--- src/hw/rtl/ptss_pkg.sv ---
// Shared types and constants of the periodic task slot scheduler.
// Used by ptss_cell, ptss_seq and periodic_task_slot_scheduler_top; no dependencies.
`default_nettype none

package ptss_pkg;

  localparam int SLOT_COUNT  = 8;   // 1 .. 64
  localparam int MAX_RESULTS = 8;   // fires per poll
  localparam int IDX_W       = (SLOT_COUNT > 1) ? $clog2(SLOT_COUNT) : 1;
  localparam int CNT_W       = $clog2(MAX_RESULTS + 1);
  localparam int SLOT_W      = 6;
  localparam int VAL_W       = 16;
  localparam int IN_W        = 59;
  localparam int OUT_W       = 41;

  typedef enum logic [2:0] {
    OP_TICK    = 3'd0,
    OP_POLL    = 3'd1,
    OP_ADD     = 3'd2,
    OP_ENABLE  = 3'd3,
    OP_DISABLE = 3'd4,
    OP_QUERY   = 3'd5
  } op_e;

  typedef enum logic [1:0] {
    ST_DONE     = 2'd0,
    ST_IDLE     = 2'd1,
    ST_FULL     = 2'd2,
    ST_INACTIVE = 2'd3
  } status_e;

  // input word, opcode in the low bits
  typedef struct packed {
    logic [VAL_W-1:0]        handler;
    logic signed [VAL_W-1:0] argument;
    logic [VAL_W-1:0]        period;
    logic [7:0]              task_index;
    op_e                     opcode;
  } item_t;

  // result word without the end-of-item mark, status in the low bits
  typedef struct packed {
    logic                    is_active;
    logic [VAL_W-1:0]        fired_handler;
    logic signed [VAL_W-1:0] fired_argument;
    logic [SLOT_W-1:0]       slot;
    status_e                 status;
  } res_t;

  // broadcast from the sequencer to every cell
  typedef struct packed {
    logic                    start;   // launch the scan token into the first cell
    logic                    step;    // move the scan token one cell
    logic                    clear;   // drop a stray token
    logic                    tick;
    logic                    poll;
    logic                    add;
    logic                    en_val;
    logic [VAL_W-1:0]        period;
    logic signed [VAL_W-1:0] argument;
    logic [VAL_W-1:0]        handler;
  } ctl_t;

  // per-cell report; data fields are zero unless the cell fires
  typedef struct packed {
    logic                    active;
    logic                    fire;
    logic                    take;
    logic signed [VAL_W-1:0] argument;
    logic [VAL_W-1:0]        handler;
  } cell_t;

endpackage

`default_nettype wire

--- src/hw/rtl/ptss_cell.sv ---
// One task slot of the scheduler chain: slot state plus the scan token stage.
// Depends on ptss_pkg.
`default_nettype none

module ptss_cell
  import ptss_pkg::*;
(
  input  wire logic  clk_i,
  input  wire logic  rst_ni,
  input  wire ctl_t  ctl_i,
  input  wire logic  tok_i,    // token from the previous cell
  input  wire logic  sel_i,    // enable/disable aimed at this slot
  output      logic  tok_o,
  output      cell_t stat_o
);

  logic                    tok_q;
  logic                    active_q;
  logic                    enabled_q;
  logic [VAL_W-1:0]        period_q;
  logic [VAL_W-1:0]        remaining_q;
  logic signed [VAL_W-1:0] argument_q;
  logic [VAL_W-1:0]        handler_q;
  logic                    take;
  logic                    fire;

  assign take = tok_q && ctl_i.step && ctl_i.add && !active_q;
  assign fire = tok_q && ctl_i.step && ctl_i.poll && active_q && enabled_q &&
                (remaining_q == '0);

  always_ff @(posedge clk_i or negedge rst_ni) begin
    if (!rst_ni) begin
      tok_q       <= 1'b0;
      active_q    <= 1'b0;
      enabled_q   <= 1'b0;
      period_q    <= '0;
      remaining_q <= '0;
      argument_q  <= '0;
      handler_q   <= '0;
    end else begin
      if (ctl_i.step) begin
        tok_q <= tok_i;
      end else if (ctl_i.clear) begin
        tok_q <= 1'b0;
      end

      if (take) begin
        active_q    <= 1'b1;
        enabled_q   <= 1'b1;
        period_q    <= ctl_i.period;
        remaining_q <= ctl_i.period;
        argument_q  <= ctl_i.argument;
        handler_q   <= ctl_i.handler;
      end else if (fire) begin
        remaining_q <= period_q;
      end else if (ctl_i.tick && active_q && (remaining_q != '0)) begin
        remaining_q <= remaining_q - VAL_W'(1);
      end

      if (sel_i && active_q) begin
        enabled_q <= ctl_i.en_val;
      end
    end
  end

  assign tok_o           = tok_q;
  assign stat_o.active   = active_q;
  assign stat_o.fire     = fire;
  assign stat_o.take     = take;
  assign stat_o.argument = fire ? argument_q : '0;
  assign stat_o.handler  = fire ? handler_q : '0;

endmodule

`default_nettype wire

--- src/hw/rtl/ptss_seq.sv ---
// Sequencer of the scheduler: input handshake, token scan control, result
// staging and the output register. Depends on ptss_pkg.
`default_nettype none

module ptss_seq
  import ptss_pkg::*;
(
  input  wire logic  clk_i,
  input  wire logic  rst_ni,
  input  wire logic  s_valid_i,
  output      logic  s_ready_o,
  input  wire item_t item_i,
  input  wire logic  live_i,      // addressed slot exists and is active
  input  wire cell_t cell_i,      // OR of all cell reports
  input  wire logic  last_tok_i,  // token sits in the last cell
  output      ctl_t  ctl_o,
  output      logic  m_valid_o,
  input  wire logic  m_ready_i,
  output      res_t  m_res_o,
  output      logic  m_last_o
);

  typedef enum logic [2:0] {
    S_IDLE  = 3'b001,
    S_SCAN  = 3'b010,
    S_FLUSH = 3'b100
  } state_e;

  state_e           state_q, state_d;
  item_t            item_q, item_d;
  logic [IDX_W-1:0] ptr_q, ptr_d;
  logic [CNT_W-1:0] cnt_q, cnt_d;
  res_t             pend_q, pend_d;
  logic             pend_v_q, pend_v_d;
  res_t             out_q, out_d;
  logic             out_v_q, out_v_d;
  logic             out_last_q, out_last_d;
  logic             out_free;
  logic             accept;
  logic             scan_op;
  res_t             res_blank;

  assign out_free  = !out_v_q || m_ready_i;
  assign s_ready_o = (state_q == S_IDLE) && out_free;
  assign accept    = s_valid_i && s_ready_o;
  assign scan_op   = (item_i.opcode == OP_POLL) || (item_i.opcode == OP_ADD);

  always_comb begin
    res_blank        = '0;
    res_blank.status = ST_DONE;
  end

  always_comb begin
    ctl_o          = '0;
    ctl_o.start    = accept && scan_op;
    ctl_o.step     = ((state_q == S_SCAN) && out_free) || (accept && scan_op);
    ctl_o.clear    = (state_q != S_SCAN);
    ctl_o.tick     = accept && (item_i.opcode == OP_TICK);
    ctl_o.poll     = (state_q == S_SCAN) && (item_q.opcode == OP_POLL);
    ctl_o.add      = (state_q == S_SCAN) && (item_q.opcode == OP_ADD);
    ctl_o.en_val   = (item_i.opcode == OP_ENABLE);
    ctl_o.period   = item_q.period;
    ctl_o.argument = item_q.argument;
    ctl_o.handler  = item_q.handler;
  end

  always_comb begin
    state_d    = state_q;
    item_d     = item_q;
    ptr_d      = ptr_q;
    cnt_d      = cnt_q;
    pend_d     = pend_q;
    pend_v_d   = pend_v_q;
    out_d      = out_q;
    out_v_d    = out_v_q && !m_ready_i;
    out_last_d = out_last_q;

    case (state_q)
      S_IDLE: begin
        if (accept) begin
          out_d      = res_blank;
          out_last_d = 1'b1;
          case (item_i.opcode)
            OP_TICK: begin
              out_v_d = 1'b1;
            end
            OP_ENABLE, OP_DISABLE: begin
              out_d.status = live_i ? ST_DONE : ST_INACTIVE;
              out_v_d      = 1'b1;
            end
            OP_QUERY: begin
              out_d.is_active = live_i;
              out_v_d         = 1'b1;
            end
            OP_POLL, OP_ADD: begin
              item_d   = item_i;
              ptr_d    = '0;
              cnt_d    = '0;
              pend_v_d = 1'b0;
              state_d  = S_SCAN;
            end
            default: begin
              // unknown opcode: swallowed without a result
              out_d = out_q;
            end
          endcase
        end
      end

      S_SCAN: begin
        if (out_free) begin
          ptr_d = ptr_q + IDX_W'(1);
          if (cell_i.fire) begin
            if (pend_v_q) begin
              out_d      = pend_q;
              out_last_d = 1'b0;
              out_v_d    = 1'b1;
            end
            pend_d                = res_blank;
            pend_d.slot           = SLOT_W'(ptr_q);
            pend_d.fired_argument = cell_i.argument;
            pend_d.fired_handler  = cell_i.handler;
            pend_v_d              = 1'b1;
            cnt_d                 = cnt_q + CNT_W'(1);
            if (cnt_q == CNT_W'(MAX_RESULTS - 1)) begin
              state_d = S_FLUSH;
            end
          end
          if (cell_i.take) begin
            pend_d      = res_blank;
            pend_d.slot = SLOT_W'(ptr_q);
            pend_v_d    = 1'b1;
            state_d     = S_FLUSH;
          end
          if (last_tok_i) begin
            if (!pend_v_d) begin
              pend_d        = res_blank;
              pend_d.status = (item_q.opcode == OP_POLL) ? ST_IDLE : ST_FULL;
              pend_v_d      = 1'b1;
            end
            state_d = S_FLUSH;
          end
        end
      end

      S_FLUSH: begin
        if (out_free) begin
          out_d      = pend_q;
          out_last_d = 1'b1;
          out_v_d    = 1'b1;
          pend_v_d   = 1'b0;
          state_d    = S_IDLE;
        end
      end

      default: begin
        state_d = S_IDLE;
      end
    endcase
  end

  always_ff @(posedge clk_i or negedge rst_ni) begin
    if (!rst_ni) begin
      state_q  <= S_IDLE;
      ptr_q    <= '0;
      cnt_q    <= '0;
      pend_v_q <= 1'b0;
      out_v_q  <= 1'b0;
    end else begin
      state_q  <= state_d;
      ptr_q    <= ptr_d;
      cnt_q    <= cnt_d;
      pend_v_q <= pend_v_d;
      out_v_q  <= out_v_d;
    end
  end

  // payload, no reset
  always_ff @(posedge clk_i) begin
    item_q     <= item_d;
    pend_q     <= pend_d;
    out_q      <= out_d;
    out_last_q <= out_last_d;
  end

  assign m_valid_o = out_v_q;
  assign m_res_o   = out_q;
  assign m_last_o  = out_last_q;

endmodule

`default_nettype wire

--- src/hw/rtl/periodic_task_slot_scheduler_top.sv ---
// Top level of the periodic task slot scheduler: a chain of SLOT_COUNT slot
// cells and the sequencer. Depends on ptss_pkg, ptss_cell and ptss_seq.
//
// Use:
//   Input words arrive on the s_axis stream, one operation per word (tick,
//   poll, add, enable, disable, query). Results leave on the m_axis stream;
//   m_axis_tlast marks the final result of an input word. Unknown opcodes are
//   taken and give no result.
// Flow:
//   Tick, enable, disable and query finish in the accepting cycle; the result
//   is registered in the output register and the next word can be taken in
//   the cycle after acceptance if m_axis_tready is high. Poll and add pass a
//   scan token down the slot chain one cell per cycle while the output
//   register can take results; add stops early when it finds a free slot,
//   and no new word is taken until the scan ends. A poll returns up to
//   MAX_RESULTS fired slots, in slot order.
// Reset:
//   rst_ni clears every slot (inactive, disabled, zero counts) and the output
//   valid flag; no sweep is needed, the block is ready once reset is released.
// Stall:
//   While m_axis_tready is low a waiting result holds; once the output
//   register is full the scan pauses in place and no new word is taken.
`default_nettype none

module periodic_task_slot_scheduler_top
  import ptss_pkg::*;
(
  input  wire logic        clk_i,
  input  wire logic        rst_ni,
  input  wire logic        s_axis_tvalid,
  output      logic        s_axis_tready,
  // opcode[2:0], task_index[10:3], period[26:11], argument[42:27],
  // handler[58:43], zero[63:59]
  input  wire logic [63:0] s_axis_tdata,
  output      logic        m_axis_tvalid,
  input  wire logic        m_axis_tready,
  // status[1:0], slot[7:2], fired_argument[23:8], fired_handler[39:24],
  // is_active[40], zero[47:41]
  output      logic [47:0] m_axis_tdata,
  output      logic        m_axis_tlast
);

  item_t                 item;
  ctl_t                  ctl;
  cell_t                 stat [SLOT_COUNT];
  cell_t                 stat_or;
  logic [SLOT_COUNT-1:0] tok;
  logic [SLOT_COUNT-1:0] active;
  logic [SLOT_COUNT-1:0] sel;
  logic                  en_wr;
  logic                  live;
  res_t                  res;

  assign item  = item_t'(s_axis_tdata[IN_W-1:0]);
  assign en_wr = s_axis_tvalid && s_axis_tready &&
                 ((item.opcode == OP_ENABLE) || (item.opcode == OP_DISABLE));

  // out-of-range slot numbers count as inactive
  assign live = (item.task_index < 8'(SLOT_COUNT)) &&
                active[item.task_index[IDX_W-1:0]];

  for (genvar i = 0; i < SLOT_COUNT; i++) begin : g_cell
    logic tok_in;
    if (i == 0) begin : g_head
      assign tok_in = ctl.start;   // injected on the start step only
    end else begin : g_link
      assign tok_in = tok[i-1];
    end
    assign sel[i]    = en_wr && (item.task_index == 8'(i));
    assign active[i] = stat[i].active;

    ptss_cell u_cell (
      .clk_i  (clk_i),
      .rst_ni (rst_ni),
      .ctl_i  (ctl),
      .tok_i  (tok_in),
      .sel_i  (sel[i]),
      .tok_o  (tok[i]),
      .stat_o (stat[i])
    );
  end

  // at most one cell fires or takes per cycle, so an OR merges their reports
  always_comb begin
    stat_or = '0;
    for (int i = 0; i < SLOT_COUNT; i++) begin
      stat_or = stat_or | stat[i];
    end
  end

  ptss_seq u_seq (
    .clk_i      (clk_i),
    .rst_ni     (rst_ni),
    .s_valid_i  (s_axis_tvalid),
    .s_ready_o  (s_axis_tready),
    .item_i     (item),
    .live_i     (live),
    .cell_i     (stat_or),
    .last_tok_i (tok[SLOT_COUNT-1]),
    .ctl_o      (ctl),
    .m_valid_o  (m_axis_tvalid),
    .m_ready_i  (m_axis_tready),
    .m_res_o    (res),
    .m_last_o   (m_axis_tlast)
  );

  assign m_axis_tdata = {7'd0, res};

  // ---------------------------------------------------------------------
  // Assertions

  logic [SLOT_COUNT-1:0] fire_vec;
  logic [SLOT_COUNT-1:0] take_vec;

  always_comb begin
    for (int i = 0; i < SLOT_COUNT; i++) begin
      fire_vec[i] = stat[i].fire;
      take_vec[i] = stat[i].take;
    end
  end

  // the scan token is never duplicated along the chain
  a_tok_single: assert property (@(posedge clk_i) disable iff (!rst_ni)
    $onehot0(tok))
    else $error("more than one scan token in the slot chain");

  // a poll or add launches the token into the first cell
  a_tok_launch: assert property (@(posedge clk_i) disable iff (!rst_ni)
    (s_axis_tvalid && s_axis_tready &&
     ((item.opcode == OP_POLL) || (item.opcode == OP_ADD))) |=> tok[0])
    else $error("scan token not launched");

  // a slot can fire or be allocated, never both, and only one cell at a time
  a_one_hit: assert property (@(posedge clk_i) disable iff (!rst_ni)
    $onehot0({fire_vec, take_vec}))
    else $error("more than one cell acted on one scan step");

endmodule

`default_nettype wire

--- config.mk ---
export PLATFORM = sky130hd
export DESIGN_NAME = periodic_task_slot_scheduler_top
export DESIGN_NICKNAME = d
export VERILOG_FILES = /design/src/hw/rtl/ptss_pkg.sv /design/src/hw/rtl/ptss_cell.sv /design/src/hw/rtl/ptss_seq.sv /design/src/hw/rtl/periodic_task_slot_scheduler_top.sv
export SDC_FILE = /design/constraint.sdc
export NUM_CORES = 1
export LEC_CHECK = 0
export BUFFER_PORTS_ARGS = -buffer_cell sky130_fd_sc_hd__buf_2
export CORE_ASPECT_RATIO = 1.25
export CORE_UTILIZATION = 45
export CTS_CLUSTER_SIZE = 28
export DETAILED_ROUTE_END_ITERATION = 16
export REMOVE_ABC_BUFFERS = 1
export SYNTH_ARGS = -nofsm -noshare
export SYNTH_HDL_FRONTEND = slang
export SYNTH_SLANG_ARGS = --single-unit
--- constraint.sdc ---
create_clock -name clk_i -period 18.02 [get_ports clk_i]
set_clock_uncertainty 0.1 [all_clocks]
set_input_delay 3.604 -clock clk_i [delete_from_list [all_inputs] [get_ports clk_i]]
set_output_delay 3.604 -clock clk_i [all_outputs]
set_load 0.05 [all_outputs]
After elaboration in Yosys (flattened, before gate mapping)
Cells that the tools add are included.
{ "word_totals": {"ff_bits": 682, "inputBits": 68, "output_inout_bits": 51, "elab_cells": 413} }
{ "op_classes": {"addsub": 10, "magnitude_cmp": 2, "eq_ne": 30, "n_mux": 123, "bitwise_logic": 7, "n_reduce_logical": 165} }
{ "op_table": {"columns": ["operator", "count"], "rows": [
  ["16-bit two-way mux", 40],
  ["41-bit two-way mux", 9],
  ["34-bit OR", 7],
  ["16-bit logical NOT", 8],
  ["16-bit nonzero test", 8],
  ["16-bit by 1-bit subtractor with 16-bit output (second input constant)", 8],
  ["41-bit one-hot mux with 3 select lines", 1],
  ["1-bit logical AND", 98],
  ["1-bit two-way mux", 46],
  ["38-bit two-way mux", 1],
  ["3-bit two-way mux", 11],
  ["8-bit by 3-bit equality test with 1-bit output (second input constant)", 4],
  ["3-bit nonzero test", 9],
  ["7-bit AND reduction", 3],
  ["2-bit nonzero test", 10],
  ["8-bit by 2-bit equality test with 1-bit output (second input constant)", 2],
  ["4-bit two-way mux", 4],
  ["3-bit by 2-bit equality test with 1-bit output (second input constant)", 4],
  ["6-bit AND reduction", 2],
  ["1-bit logical NOT", 10],
  ["5-bit AND reduction", 2],
  ["3-bit by 1-bit equality test with 1-bit output (second input constant)", 3],
  ["3-bit equality test (second input constant)", 3],
  ["1-bit one-hot mux with 3 select lines", 3],
  ["other kinds (28)", 41]
]} }

Longest topological paths before layout
{ "depth": {"depth_word": 26, "depth_mapped": 12, "mapped_depth_nobuf": 9} }

Hierarchy
From an unflattened synthesis, not the netlist that was laid out.
{ "unflattened": {"cells_unflattened": 3633, "area_unflattened_um2": 33716.1} }
{ "modules_own_cells": {"columns": ["module", "n_inst", "cells_per_inst", "area_per_inst_um2", "seq_area_each_um2"], "rows": [
  ["ptss_cell at g_cell[0].u_cell ...", 7, 385, 3343.2, 1676.6],
  ["ptss_seq", 1, 417, 6177.2, 4325.4],
  ["ptss_cell at g_cell[7].u_cell", 1, 385, 3333.2, 1676.6],
  ["periodic_task_slot_scheduler_top", 1, 136, 803.3, 0.0]
]} }

Worst setup path after synthesis
OpenSTA, ideal clock, no wires.
{ "synth_timing": {"kind": "input -> register", "from": "input m_axis_tready", "to": "register u_seq.pend_v_q", "setup_time_ns": 0.324, "arrival_time_ns": 8.480, "required_time_ns": 17.596, "setup_slack_ns": 9.115, "path_stages": 6, "n_path_buf": 2, "cell_sequence": "nor2b_1 -> buf_2 -> or3_1 -> clkbuf_1 -> nor3_1 -> o22ai_1"} }
{ "synth_between": {"elab_chain_cells": 24, "word_cells_on_any_way": 80, "classes_between": "3 x eq/ne; 7 x mux; 7 x bitwise; 63 x reduce/logical"} }
{ "synth_rtl": {"columns": ["element", "line", "text"], "rows": [
  ["from (decl)", "periodic_task_slot_scheduler_top.sv:36", "input wire logic m_axis_tready,"],
  ["1-bit logical OR *", "ptss_seq.sv:43", "assign out_free = !out_v_q || m_ready_i;"],
  ["1-bit logical AND", "ptss_seq.sv:44", "assign s_ready_o = (state_q == S_IDLE) && out_free;"],
  ["1-bit logical AND", "ptss_seq.sv:45", "assign accept = s_valid_i && s_ready_o;"],
  ["1-bit logical AND", "ptss_seq.sv:56", "ctl_o.step = ((state_q == S_SCAN) && out_free) || (accept && scan_op);"],
  ["1-bit logical OR", "ptss_seq.sv:56", null],
  ["1-bit logical AND", "ptss_cell.sv:27, ptss_cell.sv:28", null],
  ["1-bit logical AND (4 in a row)", "ptss_cell.sv:28", "assign fire = tok_q && ctl_i.step && ctl_i.poll && active_q && enabled_q &&"],
  ["34-bit OR (7 in a row)", "periodic_task_slot_scheduler_top.sv:87", "stat_or = stat_or | stat[i];"],
  ["1-bit two-way mux", "ptss_seq.sv:113", "if (cell_i.fire) begin"],
  ["1-bit two-way mux", "ptss_seq.sv:129", "if (cell_i.take) begin"],
  ["1-bit two-way mux", "ptss_seq.sv:111", "if (out_free) begin"],
  ["1-bit two-way mux", "ptss_seq.sv:78", "case (state_q)"],
  ["1-bit two-way mux", "ptss_seq.sv:135", "if (last_tok_i) begin"],
  ["1-bit two-way mux", "ptss_seq.sv:111", null],
  ["1-bit one-hot mux with 3 select lines", "ptss_seq.sv:78", null],
  ["to (signal assigned)", "ptss_seq.sv:173", "pend_v_q <= pend_v_d;"],
  ["to (decl)", "ptss_seq.sv:34", "logic pend_v_q, pend_v_d;"]
]} }
Every way passes the cells marked *; elsewhere a longest branch is shown, timed or not. The select of a mux whose other input is x is not followed.
A chain may end at the register's enable or synchronous reset.

Worst setup path in the final report
{ "layout_timing": {"from": "input m_axis_tready", "to": "output s_axis_tready"} }
{ "layout_between": {"elab_chain_cells": 2} }
{ "layout_rtl": {"columns": ["element", "line", "text"], "rows": [
  ["1-bit logical OR", "ptss_seq.sv:43", null],
  ["1-bit logical AND", "ptss_seq.sv:44", null],
  ["to (decl)", "periodic_task_slot_scheduler_top.sv:31", "output logic s_axis_tready,"]
]} }
Every way passes these cells.

==> run metrics <==
Die Span Y 299 um; post-synthesis adder-cell area fraction 0.394%; # rows 108; die width 240 um; Crit path arrival time 4.62 ns; worst slew pin tran 1.16 ns; register bit total from synthesis 682; largest family of logic cells by synthesized area simple AND/OR/NAND/NOR gates; Clock Sinks 682; Setup TNS 0 ns; slowest stage cell, crit path nor2b_1; Synth Area in Compound Gates 12.9%; vias in the first global route 25.2k; storage element area 17,700 um^2; status finished clean; placed cell count 4,297; total core area 69,600 um^2; Setup CP Type input port to output port; RSZ-0062 raised after global routing no; count of final max-slew check failures 0; Synth Area in XOR/XNOR 1.38%; Worst Path Max Fanout 8; sequential element share of the synthesized area 55.9%; clock-pin slew on the worst setup and hold paths 0.06 ns; dpl hpwl 54,500 um; Crit path required time 14.32 ns; Peak VDD IR 0.0000724 V; full die area 71,600 um^2; WL final 92,200 um; synthesized instance count 3,451; total track usage 25.9%; slowest stage delay, CP 0.56 ns; Sw Ratio 22.7%; post-CTS sizing 0; Final GP Congestion 0.839; Fmax achieved 0.120 GHz; count of non-filler cells in the finished layout 4,431; Iter 0 DRT Violations 2,715; Synth Area in Simple Gates 24.9%; Pre-Repair DR Iteration Count 6; min Tclk post-route 8.32 ns; Most Frequent Cell on Critical Path buf_2; clk_lat worst skew 0.63 ns; number of synthesized flops with an enable pin 134; CTS tree built; total grt overflow 0; Comb power frac 3.2%; Worst Path Buf+Inv 2; initial antenna violation count 0; multi-input logic area 12,800 um^2; Hold Fails Final Rpt 0; Power Total 3.26 mW; final setup vio count 0; Clk network pwr share 47.3%; Hold WC Path Type register to register; Syn-to-layout area delta 10.9%; ys async rst share 80.4%; crit path cell chain buf_2, nor2b_1, nor3_1, buf_2; drt wl/cell 20.8 um; CP Capture Type output port; Power Internal 2.52 mW; Syn Area/Cell 9.20 um^2; Fill cells 6,385; first-pass GRT wire length 144,000 um; critical path's top delay family simple AND/OR/NAND/NOR gates; Distinct cells, synth 86; share of layout cells above drive strength 1 9.81%; Power Density 92.6 nW/um^2; pin count of the biggest net entering global routing 114; Rel. slew slack 21.8%; DR vias 25.4k; Flop pwr share 49.4%; Post-synth top flop dfrtp_1; IO Port Bufs 106; number of max-cap violations 0; postcts setup bufs 0; proportion of synthesized area in mux cells 0.532%; Vias per Instance 5.72; DRC 0; root buffer cell clkbuf_16; Starting Density 45.6%; hold buffer count at CTS 0; LEAKAGE 17.1 nW; final antenna-violating net count 0; final-stage net count 3,515; # diodes 0; fin crit share 46.2%; CTS Buf Count 73; cell area after synthesis 31,800 um^2; Sw Pwr 0.741 mW; clk buf depth 3; Startpoint Class input port; htree depth 3; Synth warnings 0; io pins 119
==> cells in the mapped netlist, types with 22 or more instances <==
library cell,number,area [um^2]
a221oi_1,32,280
and2_1,44,275
clkbuf_1,138,518
nand2_1,1323,4970
and3_1,36,225
nand3_1,48,240
a31oi_1,34,213
dfrtp_1,547,13700
nor3_1,61,305
xnor2_1,30,263
buf_4,43,323
nor2_1,146,548
inv_1,31,116
o21a_1,22,165
edfxtp_1,134,4020
a222oi_1,28,280
o21ai_0,177,886
nor4_1,26,163
a21oi_1,58,290
buf_2,53,265
o211ai_1,47,353
a22o_1,64,561
==> per-stage QoR <==
stage          util [%]  hold WS (ns)  setup WS, ns  cell area, um^2
6_report           50.6         0.367          9.70            35200
5_1_grt            50.6         0.384          9.62            35200
4_1_cts            50.6         0.370          9.69            35200
3_5_place_dp       47.1         0.356          9.70            32800
3_3_place_gp       47.1         0.349          9.68            32800
2_1_floorplan         -         0.338          8.83            30600
==> layout by cell type, fill, tap and decap left out, types with 21 or more instances in the layout <==
cell type,synthesis,final
a222oi_1,28,28
clkbuf_16,0,75
a22o_1,64,64
clkbuf_1,138,23
nand3_1,48,48
nand2_1,1323,1322
nor2_1,146,140
xnor2_1,30,30
and2_1,44,43
buf_4,43,46
dfrtp_1,547,547
o211ai_1,47,47
a31oi_1,34,34
a21oi_1,58,57
edfxtp_1,134,134
o21ai_0,177,177
or3_1,21,21
and3_1,36,36
nor4_1,26,24
nor3_1,61,56
o21a_1,22,22
a221oi_1,32,32
buf_2,53,105
inv_1,31,31
==> logic make-up after synthesis <==
family                     after synthesis
and+or+nand+nor                       1832
DFF                                    682
AOI/OAI and AO/OA                      583
buffers and inverters                  279
xor gates and xnor gates                50
muxes                                   14
adders and majority gates               10
other                                    1
==> per-layer routing <==
metal	wire length (um)	vias up	share of wire, %	global-route usage, %
met3	5740	195	6.2	3.22
li1	-	11712	-	-
met1	37600	12614	41	33.1
met2	45400	845	49	44.3
met5	0	-	0	0
met4	3400	0	3.7	10.4
==> tightest hold or removal path: stages, from the launching register on <==
cell,delay (ns)
dfrtp_1,0.34
nand2_1,0.05
nand2_1,0.05
==> power by group through the flow <==
stage          clock [mW]  sequential [mW]  combinational (mW)
2_1_floorplan           0             1.66              0.0239
3_3_place_gp            0             1.64               0.106
3_5_place_dp            0             1.64               0.108
4_1_cts              1.58             1.61               0.108
5_1_grt              1.64             1.61               0.115
6_report             1.54             1.61               0.106
==> state kept, by name, summed over array words and instances, names as in the netlist <==
name,flops
u_seq.pend_v_q,1
g_cell.u_cell.argument_q,128
u_seq.item_q,3
u_seq.m_valid_o,1
u_seq.cnt_q,4
g_cell.u_cell.period_q,128
u_seq.pend_q,41
g_cell.u_cell.remaining_q,128
u_seq.ptr_q,3
g_cell.u_cell.tok_o,8
u_seq.state_q,3
g_cell.u_cell.active_q,8
u_seq.m_res_o,41
u_seq.m_last_o,1
g_cell.u_cell.enabled_q,8
g_cell.u_cell.handler_q,128
u_seq.ctl_o,48
==> final timing paths <==
| path | depth (start not counted) | slack [ns] | start | to |
|---|---|---|---|---|
| hold / removal | 2 | 0.37 | g_cell[4].u_cell.argument_q[14] | g_cell[4].u_cell.argument_q[14] |
| max in group asynchronous | 4 | 11.54 | rst_ni | g_cell[7].u_cell.argument_q[10] |
| min in group asynchronous | 1 | 2.95 | rst_ni | g_cell[2].u_cell.argument_q[5] |
| setup / recovery | 4 | 9.70 | m_axis_tready | s_axis_tready |
| hold reg to reg | 2 | 0.37 | g_cell[4].u_cell.argument_q[14] | g_cell[4].u_cell.argument_q[14] |
| setup reg to reg | 7 | 13.29 | u_seq.state_q[0] | g_cell[6].u_cell.remaining_q[14] |
==> final cells by class <==
cell class | count | share of cell area [%]
inverter | 32 | 0.341
timing repair buffer | 152 | 2.52
clock inverter | 27 | 1.01
sequential | 682 | 50.4
tap | 935 | 3.32
multi-input combinational | 2496 | 36.5
clock buffer | 107 | 5.93
(Power assumes the default switching activity.)
